$ cat src/rscs_pkg.sv
package rscs_pkg;

    // Event codes carried on the slave-side tuser.
    localparam logic [1:0] OP_SELECT  = 2'd0;
    localparam logic [1:0] OP_RELEASE = 2'd1;
    localparam logic [1:0] OP_BYTE    = 2'd2;

    // Command opcodes.
    localparam logic [7:0] CMD_STANDBY     = 8'h80;
    localparam logic [7:0] CMD_RECEIVE     = 8'h82;
    localparam logic [7:0] CMD_TRANSMIT    = 8'h83;
    localparam logic [7:0] CMD_READ_REG    = 8'h1D;
    localparam logic [7:0] CMD_WRITE_BUF   = 8'h0E;
    localparam logic [7:0] CMD_READ_FLAGS  = 8'h12;
    localparam logic [7:0] CMD_CLEAR_FLAGS = 8'h02;

    // Radio modes.
    localparam logic [2:0] MODE_STANDBY  = 3'd2;
    localparam logic [2:0] MODE_RECEIVE  = 3'd5;
    localparam logic [2:0] MODE_TRANSMIT = 3'd6;

    localparam logic [15:0] FLAG_TX_DONE = 16'h0001;

    localparam int          REG_ADDR_BITS = 12;
    localparam logic [15:0] SYNC_ADDR_HI  = 16'h0740;
    localparam logic [15:0] SYNC_ADDR_LO  = SYNC_ADDR_HI + 16'd1;
    localparam logic [15:0] SYNC_WORD_RST = 16'h3444;

    localparam int OUT_BITS  = 52;
    localparam int OUT_BYTES = (OUT_BITS + 7) / 8;

    typedef struct packed {
        logic        selected;
        logic [7:0]  byte_position;
        logic [7:0]  opcode;
        logic [7:0]  param_high;
        logic [7:0]  param_low;
        logic [2:0]  mode;
        logic [15:0] flags;
        logic [7:0]  length;
    } state_t;

    // Last member sits in the lowest bits.
    typedef struct packed {
        logic [7:0]  payload_data;
        logic [7:0]  payload_index;
        logic        payload_write;
        logic [7:0]  payload_length;
        logic [15:0] irq_flags;
        logic [2:0]  radio_mode;
        logic [7:0]  reply_byte;
    } result_t;

endpackage

$ cat src/radio_spi_command_slave.sv
// SPI command slave of a radio model, one byte event per transfer.
// Slave side: s_tuser carries the event (select, release, byte) and s_tdata
// the host byte. Each select, and each byte while selected, yields one
// master-side transfer with the reply byte for the next SPI transfer plus
// the radio mode, interrupt flags, payload length and a payload memory write
// (write strobe, address, data). Release events, bytes while deselected and
// the unused event code yield no transfer; a release only clears selection.
// An accepted event is held in the input register, decoded combinationally
// from it, and its result is registered in the output register, from which
// it is offered on the master side. One event per cycle is sustained while
// the receiver takes results; the single decode stage between the input and
// output registers sets that figure.
// When the receiver stalls, the output register holds its result and the
// input register holds one more event; s_tready falls once both are full.
// Reset clears the transaction state, sets the mode to standby, clears the
// flags and length and loads the sync word with 0x3444. cfg_wr_en writes
// the sync word; the user must write it only while no event is in flight (unenforced).
module radio_spi_command_slave
(
    input  logic        clk,
    input  logic        rst_n,
    input  logic        s_tvalid,
    output logic        s_tready,
    input  logic [7:0]  s_tdata,   // rx_byte
    input  logic [1:0]  s_tuser,   // operation
    output logic        m_tvalid,
    input  logic        m_tready,
    // reply_byte, radio_mode, irq_flags, payload_length, payload_write,
    // payload_index, payload_data, zero fill
    output logic [rscs_pkg::OUT_BYTES*8-1:0] m_tdata,
    input  logic        cfg_wr_en,
    input  logic [15:0] cfg_wr_data
);

    logic              in_valid_reg;
    logic [1:0]        in_op_reg;
    logic [7:0]        in_byte_reg;
    logic              advance;
    rscs_pkg::state_t  state_reg;
    rscs_pkg::state_t  state_next;
    logic              has_result;
    rscs_pkg::result_t result_next;
    rscs_pkg::result_t out_reg;
    logic              out_valid_reg;
    logic [15:0]       sync_word_reg;

    assign advance  = in_valid_reg && (!out_valid_reg || m_tready);
    assign s_tready = !in_valid_reg || advance;
    assign m_tvalid = out_valid_reg;
    assign m_tdata  = {{(rscs_pkg::OUT_BYTES*8 - rscs_pkg::OUT_BITS){1'b0}}, out_reg};

    rscs_decode u_decode
    (
        .cur        (state_reg),
        .operation  (in_op_reg),
        .rx_byte    (in_byte_reg),
        .sync_word  (sync_word_reg),
        .nxt        (state_next),
        .has_result (has_result),
        .result     (result_next)
    );

    always_ff @(posedge clk or negedge rst_n)
    begin
        if (!rst_n)
        begin
            in_valid_reg  <= 1'b0;
            out_valid_reg <= 1'b0;
            sync_word_reg <= rscs_pkg::SYNC_WORD_RST;
            state_reg     <= '{selected: 1'b0, byte_position: 8'd0, opcode: 8'd0,
                               param_high: 8'd0, param_low: 8'd0,
                               mode: rscs_pkg::MODE_STANDBY, flags: 16'd0,
                               length: 8'd0};
        end
        else
        begin
            if (cfg_wr_en)
            begin
                sync_word_reg <= cfg_wr_data;
            end
            if (s_tready)
            begin
                in_valid_reg <= s_tvalid;
            end
            if (advance)
            begin
                state_reg <= state_next;
            end
            if (advance)
            begin
                out_valid_reg <= has_result;
            end
            else if (m_tready)
            begin
                out_valid_reg <= 1'b0;
            end
        end
    end

    always_ff @(posedge clk)
    begin
        if (s_tready && s_tvalid)
        begin
            in_op_reg   <= s_tuser;
            in_byte_reg <= s_tdata;
        end
        if (advance && has_result)
        begin
            out_reg <= result_next;
        end
    end

endmodule

$ cat src/rscs_decode.sv
module rscs_decode
(
    input  rscs_pkg::state_t  cur,
    input  logic [1:0]        operation,
    input  logic [7:0]        rx_byte,
    input  logic [15:0]       sync_word,
    output rscs_pkg::state_t  nxt,
    output logic              has_result,
    output rscs_pkg::result_t result
);

    logic [7:0]  pos;
    logic [7:0]  status;
    logic [16:0] addr_sum;
    logic [rscs_pkg::REG_ADDR_BITS-1:0] reg_addr;
    logic [7:0]  reg_data;

    assign pos = cur.byte_position + 8'd1;

    // Register address for read-register: base from the two parameter bytes,
    // advancing from the fourth byte on and wrapping to the address width.
    assign addr_sum = {1'b0, cur.param_high, cur.param_low} + {9'd0, pos} - 17'd4;
    assign reg_addr = addr_sum[rscs_pkg::REG_ADDR_BITS-1:0];

    always_comb
    begin
        if (reg_addr == rscs_pkg::SYNC_ADDR_HI[rscs_pkg::REG_ADDR_BITS-1:0])
        begin
            reg_data = sync_word[15:8];
        end
        else if (reg_addr == rscs_pkg::SYNC_ADDR_LO[rscs_pkg::REG_ADDR_BITS-1:0])
        begin
            reg_data = sync_word[7:0];
        end
        else
        begin
            reg_data = 8'd0;
        end
    end

    always_comb
    begin
        nxt        = cur;
        has_result = 1'b0;
        status     = 8'd0;
        result     = '0;

        case (operation)
            rscs_pkg::OP_SELECT:
            begin
                nxt.selected      = 1'b1;
                nxt.byte_position = 8'd0;
                has_result        = 1'b1;
            end
            rscs_pkg::OP_RELEASE:
            begin
                nxt.selected = 1'b0;
            end
            rscs_pkg::OP_BYTE:
            begin
                if (cur.selected)
                begin
                    has_result        = 1'b1;
                    nxt.byte_position = pos;
                    if (pos == 8'd1)
                    begin
                        nxt.opcode = rx_byte;
                    end
                    if (pos == 8'd2)
                    begin
                        nxt.param_high = rx_byte;
                    end
                    if (pos == 8'd3)
                    begin
                        nxt.param_low = rx_byte;
                    end

                    if (pos == 8'd1)
                    begin
                        case (rx_byte)
                            rscs_pkg::CMD_STANDBY:
                            begin
                                nxt.mode = rscs_pkg::MODE_STANDBY;
                            end
                            rscs_pkg::CMD_TRANSMIT:
                            begin
                                nxt.mode  = rscs_pkg::MODE_TRANSMIT;
                                nxt.flags = cur.flags | rscs_pkg::FLAG_TX_DONE;
                            end
                            rscs_pkg::CMD_RECEIVE:
                            begin
                                nxt.mode  = rscs_pkg::MODE_RECEIVE;
                                nxt.flags = cur.flags & ~rscs_pkg::FLAG_TX_DONE;
                            end
                            default:
                            begin
                            end
                        endcase
                    end

                    // The status byte reflects the mode after this byte.
                    status            = {1'b0, nxt.mode, 4'b0100};
                    result.reply_byte = status;

                    if (pos != 8'd1)
                    begin
                        case (cur.opcode)
                            rscs_pkg::CMD_READ_REG:
                            begin
                                if (pos >= 8'd4)
                                begin
                                    result.reply_byte = reg_data;
                                end
                            end
                            rscs_pkg::CMD_WRITE_BUF:
                            begin
                                if (pos == 8'd2)
                                begin
                                    nxt.length = 8'd0;
                                end
                                else if (pos > 8'd2)
                                begin
                                    result.payload_write = 1'b1;
                                    result.payload_index = cur.param_high + pos - 8'd3;
                                    result.payload_data  = rx_byte;
                                    nxt.length           = cur.param_high + pos - 8'd2;
                                end
                            end
                            rscs_pkg::CMD_READ_FLAGS:
                            begin
                                if (pos == 8'd2)
                                begin
                                    result.reply_byte = cur.flags[15:8];
                                end
                                else if (pos == 8'd3)
                                begin
                                    result.reply_byte = cur.flags[7:0];
                                end
                            end
                            rscs_pkg::CMD_CLEAR_FLAGS:
                            begin
                                if (pos == 8'd2)
                                begin
                                    nxt.flags = cur.flags & ~{rx_byte, 8'd0};
                                end
                                else if (pos == 8'd3)
                                begin
                                    nxt.flags = cur.flags & ~{cur.param_high, rx_byte};
                                end
                            end
                            default:
                            begin
                            end
                        endcase
                    end
                end
            end
            default:
            begin
            end
        endcase

        result.radio_mode     = nxt.mode;
        result.irq_flags      = nxt.flags;
        result.payload_length = nxt.length;
    end

endmodule

$ cat config.mk
export PLATFORM = sky130hd
export DESIGN_NAME = radio_spi_command_slave
export DESIGN_NICKNAME = d
export VERILOG_FILES = /design/src/rscs_pkg.sv /design/src/radio_spi_command_slave.sv /design/src/rscs_decode.sv
export SDC_FILE = /design/constraint.sdc
export NUM_CORES = 1
export LEC_CHECK = 0
export BUFFER_PORTS_ARGS = -buffer_cell sky130_fd_sc_hd__buf_2
export CAP_MARGIN = 20
export CORE_ASPECT_RATIO = 1.2
export CORE_MARGIN = 2
export CORE_UTILIZATION = 55
export CTS_CLUSTER_DIAMETER = 100
export DETAILED_ROUTE_END_ITERATION = 10
export PLACE_DENSITY = 0.81
export SYNTH_ARGS = -nofsm -noshare
export SYNTH_HDL_FRONTEND = slang
export SYNTH_SLANG_ARGS = --single-unit
$ cat constraint.sdc
create_clock -name clk -period 9 [get_ports clk]
set_input_delay 0 -clock clk [delete_from_list [all_inputs] [get_ports clk]]
set_output_delay 0 -clock clk [all_outputs]
set_load 0.03 [all_outputs]
======== After elaboration in Yosys (flattened, before gate mapping) ========
Cells that the tools add are included.
storage, ports and cells
  bits in registers ....................... 140
  input port bits ......................... 31
  output and inout port bits .............. 58
  logic and storage cells ................. 103
operators by class
  add/subtract/negate cells ............... 6
  $lt $le $gt $ge ......................... 2
  eq/ne operators ......................... 16
  mux-type cells .......................... 29
  bitwise operators ....................... 9
  reductions and logical operators ........ 20
operators by type and width
  operator                                                           count
  two-way mux 8 bit                                                  11
  two-way mux 59 bit                                                 1
  two-way mux 16 bit                                                 3
  AND 16 bit                                                         2
  inverter 16 bit                                                    2
  case mux 8 bit (2 select lines)                                    2
  two-way mux 27 bit                                                 1
  equality test 12 x 11 -> 1 bit, second input constant              2
  equality test 8 x 2 -> 1 bit, second input constant                3
  equality test 8 bit, second input constant                         3
  two-way mux 24 bit                                                 1
  two-way mux 19 bit                                                 1
  equality test 8 x 5 -> 1 bit, second input constant                2
  subtractor 8 x 2 -> 8 bit, second input constant                   2
  adder 12 x 8 -> 12 bit                                             1
  AND reduction 4 bit                                                3
  subtractor 12 x 3 -> 12 bit, second input constant                 1
  case mux 3 bit (3 select lines)                                    1
  adder 8 x 1 -> 8 bit, second input constant                        1
  adder 8 bit                                                        1
  equality test 8 x 1 -> 1 bit, second input constant                1
  equality test 8 x 4 -> 1 bit, second input constant                1
  greater-or-equal comparator 8 x 3 -> 1 bit, second input constant  1
  greater-than comparator 8 x 2 -> 1 bit, second input constant      1
  other kinds (17)                                                   34

======== Depth between registers and ports, before layout ========
  depth in word-level cells ............... 9
  mapped depth ............................ 14
  gate-level depth less buffers ........... 13

======== By module ========
From an unflattened synthesis, not the netlist that was laid out.
second synthesis, totals
  cells, all modules ...................... 757
  area total of the unflattened synthesis .. 8632.0 um^2
by module, submodules not included
  module                   times used  cells each  area each (um^2)  sequential area each (um^2)
  radio_spi_command_slave  1           238         5074.9            3821.2
  rscs_decode              1           519         3557.2            0.0

======== Least setup slack after synthesis ========
No wires, ideal clock.
  path type ............................... register to register
  start ................................... register state_reg[51] (netlist name)
  end ..................................... register out_reg (netlist bit m_tdata[5]), data pin
  setup time .............................. 160 ps
  arrival ................................. 3501 ps
  required time ........................... 8840 ps
  path slack .............................. 5340 ps
  stages on the path, launching flop included .. 15
  buffers on the path ..................... 1
  clock period less this slack ............ 3660 ps
  cell sequence ........................... dfrtp_1 > buf_2 > inv_1 > ha_1 > ha_1 > ha_1 > inv_1 > fa_1 > xor2_1 > nand3b_1 > a211o_1 > or4_1 > nor4_2 > nand4_1 > o211ai_1
on the way
  word-level cells in the longest chain between the ends .. 9
  elaborated cells between the ends (all ways) .. 18
  classes of those cells .................. 3 x add/sub; 1 x order compare; 6 x eq/ne; 8 x mux
ends and longest elaborated chain
  element                          RTL line                        source
  from (decl)                      radio_spi_command_slave.sv:39   rscs_pkg::state_t state_reg;
  from (signal assigned)           radio_spi_command_slave.sv:70   state_reg <= '{selected: 1'b0, byte_position: 8'd0, opcode: 8'd0,
  from (signal assigned)           radio_spi_command_slave.sv:87   state_reg <= state_next;
  adder 8 x 1 -> 8 bit *           rscs_decode.sv:18               assign pos = cur.byte_position + 8'd1;
  adder 12 x 8 -> 12 bit           rscs_decode.sv:22               assign addr_sum = {1'b0, cur.param_high, cur.param_low} + {9'd0, pos} - 17'd4;
  subtractor 12 x 3 -> 12 bit      rscs_decode.sv:22
  equality test 12 x 11 -> 1 bit   rscs_decode.sv:31               else if (reg_addr == rscs_pkg::SYNC_ADDR_LO[rscs_pkg::REG_ADDR_BITS-1:0])
  two-way mux 8 bit                rscs_decode.sv:31
  two-way mux 8 bit                rscs_decode.sv:27               if (reg_addr == rscs_pkg::SYNC_ADDR_HI[rscs_pkg::REG_ADDR_BITS-1:0])
  two-way mux 8 bit                rscs_decode.sv:110              if (pos >= 8'd4)
  case mux 8 bit (2 select lines)  rscs_decode.sv:107              case (cur.opcode)
  two-way mux 7 bit *              rscs_decode.sv:105              if (pos != 8'd1)
  to (signal assigned)             radio_spi_command_slave.sv:109  out_reg <= result_next;
  to (decl)                        radio_spi_command_slave.sv:43   rscs_pkg::result_t out_reg;
Mark *: on every way between the ends. The rest lies on a longest branch, timed or not.
A chain may end at the register's enable or synchronous reset.

======== Worst setup path in the final report ========
Same ends and word-level chain as after synthesis.

==> summary.txt <==
Status: completed
Crit-path cells: inv_1 -> ha_1 -> ha_1 -> ha_1 -> inv_1 -> fa_1 -> xor2_1 -> nand3b_1 -> a211o_1 -> or4_1 -> nor4_2 -> nand4_1 -> o211ai_1
I/O pin cnt: 89
Crit end category: flop
Largest cells by area after synthesis: edfxtp_1 25%, dfrtp_1 24%, mux2_2 5.3%, ha_1 4.7%, o21ai_0 3.0%
Max_cap viols: 0
Wire length per cell: 19.7 um
CP peak stage delay: 540 ps
Required time of the critical path: 9270 ps
Final hold violation count: 0
Top-count cell post-synth: dfrtp_1
Initial Util: 56.1%
RePlAce Congestion: 0.949
Clk sink count: 140
Main flop type after synthesis: dfrtp_1
Synth cell types: 71
Vias per cell: 6.04
Sequential cell fraction of total power: 36.1%
Yosys top cell area share: 25.2%
Clk pwr share: 31.1%
Count of pins over their slew limit: 0
Tightest Pin Transition: 1150 ps
Critical path type: flop to flop
Vias in the first global route: 5709
Setup TNS: 0 ps
Clock root buffer: clkbuf_16
CP Max Fanout: 12
Antenna cell count: 0
Routed wire length: 19000 um
H-tree depth: 4
Core ar.: 13200 sq um
Pin count of the biggest net entering global routing: 79
Critical Path AT: 4460 ps
TritonCTS clock tree: built
DRC Markers: 0
Number of enable flip-flop cells after synthesis: 62
Seq cells post-synth: 140
Leading cell types by count after synthesis: 72 x dfrtp_1, 62 x edfxtp_1, 50 x nand2_1, 44 x o21ai_0, 39 x nor2_1
Flip-flop count of the largest register after layout: 60
Post-route ant nets: 0
Hold Path Class: primary input to flop
Clock Skew: 10.7 ps
Period utilization: 46.6%
Worst slew margin: 23.1%
Final worst path period need: 4190 ps
Filler Cell Count: 983
Worst min-delay path startpoint: cfg_wr_en
Die height: 131 um
CP startpoint kind: flop
Die footprint: 14400 sq um
Switch share: 35.8%
Clock Latency Late Sink: 430 ps
CP startpoint: state_reg[51]
Clk buf depth: 2
Logic pwr share: 32.8%
Max Fclk: 238 MHz
Core Util, Final: 67.1%
Mapped Area: 7390 sq um
LEAKAGE: 0.00389 uW
Global Route Usage Sum: 27.6%
Most frequent CP cell: ha_1
P per Cell Area: 249 nW/um^2
1st-pass router iterations: 5
Sw power: 788 uW
Buffers on Ports: 84
Worst R2R Start: state_reg[51]
Final HPWL DP: 13100 um
Most area-hungry cell type in the Yosys netlist: edfxtp_1
Fin nets: 844
First-pass GRT wire length: 29700 um
FP Rows: 46
Syn avg cell area: 11.1 sq um
CP max stage cell: dfrtp_1
Area delta synth->final: 19.6%
Cts bufs inserted: 17
# setup viols final: 0
Yosys Warn Count: 0
Initial antenna violation count: 0
Post-CTS Setup Bufs: 0
Internal: 1410 uW
Iter 0 DRT Violations: 430
Die width: 110 um
Post-synth ARST share: 55.7%
Worst vdd ir: 145 uV
Via count: 5826
Post-synthesis sequential area ratio: 51.7%
Clock slew at reported path FFs: 70 ps
Finished Layout Cells: 964
RSZ-0062 raised after global routing: no
Remaining global-route overflow: 0
Layout cell share with drive strength beyond 1: 21.6%
# placed instances: 900
Post-Synthesis Cells: 669
layer usage:
metal,wire [um],track usage (%),vias to the layer above
met5,0,0,-
li1,-,-,2694
met2,9380,44.3,238
met1,7710,34.8,2838
met3,995,5.36,56
met4,883,15.6,0
timing repair:
| item | CTS | global route |
|---|---|---|
| gates resized for setup | 0 | 0 |
| hold endpoints to repair | 99 | 7 |
| hold buffers | 29 | 1 |
worst paths after layout:
kind	slack (ps)	cells past startpoint	end
max	4810	13	m_tdata[5]
min	100	2	sync_word_reg[15]
max reg2reg	4810	13	m_tdata[5]
min reg2reg	500	2	state_reg[25]
max in group asynchronous	7890	4	state_reg[25]
min in group asynchronous	480	3	state_reg[16]
kinds of logic (layout without fill, tap and decap cells):
| family | after synthesis | after routing | synth area share, % |
|---|---|---|---|
| AO/OA/AOI/OAI | 184 | 184 | 16.8 |
| XOR/XNOR | 31 | 31 | 3.67 |
| adder cells (fa/ha/maj) | 30 | 30 | 5.28 |
| buffers and inverters | 62 | 186 | 3.49 |
| flip-flops | 140 | 140 | 51.7 |
| multiplexers | 47 | 47 | 6.96 |
| other | 1 | 4 | 0.0507 |
| AND/OR/NAND/NOR | 174 | 174 | 12.0 |
metrics by stage:
stage | setup WS [ps] | cell area, sq um | power, uW | hold slack [ps]
6_report | 4810 | 8840 | 2200 | 98.5
5_1_grt | 4570 | 8840 | 2320 | 99.3
4_1_cts | 4850 | 8790 | 2190 | 79.5
3_5_place_dp | 4860 | 7930 | 1500 | 178
3_3_place_gp | 5030 | 7930 | 1480 | 176
2_1_floorplan | 5340 | 7400 | 1330 | -296
power groups by stage:
stage          sequential (uW)  clock (uW)  combinational (uW)
3_5_place_dp               805           0                 696
4_1_cts                    793         688                 712
5_1_grt                    802         720                 798
6_report                   796         685                 722
2_1_floorplan              801           0                 526
3_3_place_gp               800           0                 684
critical path: cells and delay by family, from the launching register on:
kind            cells  cell delay [ps]
flops               1              540
xor+xnor            1              170
compound gates      2              490
fa+ha+maj           4             1330
simple gates        4             1240
buf+inv             2              280
area by class of cell:
type | count | area [sq um] | area share (%)
Inverter | 37 | 139 | 1.57
Multi-Input combinational cell | 470 | 3330 | 37.6
Sequential cell | 140 | 3820 | 43.2
Clock inverter | 13 | 115 | 1.30
Clock buffer | 19 | 454 | 5.14
Tap cell | 168 | 210 | 2.38
Timing Repair Buffer | 117 | 778 | 8.80
cell usage in the layout, fill, tap and decap left out, types with 4 or more instances in the layout:
cell	synthesis	final
nor2_1	39	39
nand2_1	50	50
a211o_1	5	5
nor3_1	9	9
o31ai_1	5	5
dlygate4sd3_1	0	30
ha_1	28	28
xnor2_1	17	17
dfstp_2	6	6
mux2i_1	12	12
xor2_1	14	14
conb_1	1	4
a21boi_0	28	28
and2_1	12	12
inv_1	37	36
a22oi_1	8	8
a22o_1	12	12
buf_2	7	83
nor4_1	6	6
a21oi_1	29	29
mux2_2	35	35
clkbuf_16	0	18
and3_1	6	6
edfxtp_1	62	62
nand4_1	5	5
or2_2	4	4
dfrtp_1	72	72
inv_6	0	5
or3_1	4	4
nand2b_1	7	7
o22ai_1	6	6
nand3_1	11	11
o21ai_0	44	44
a21o_1	4	4
o21ai_1	5	5
No activity file was read; power rests on OpenSTA's default activity.
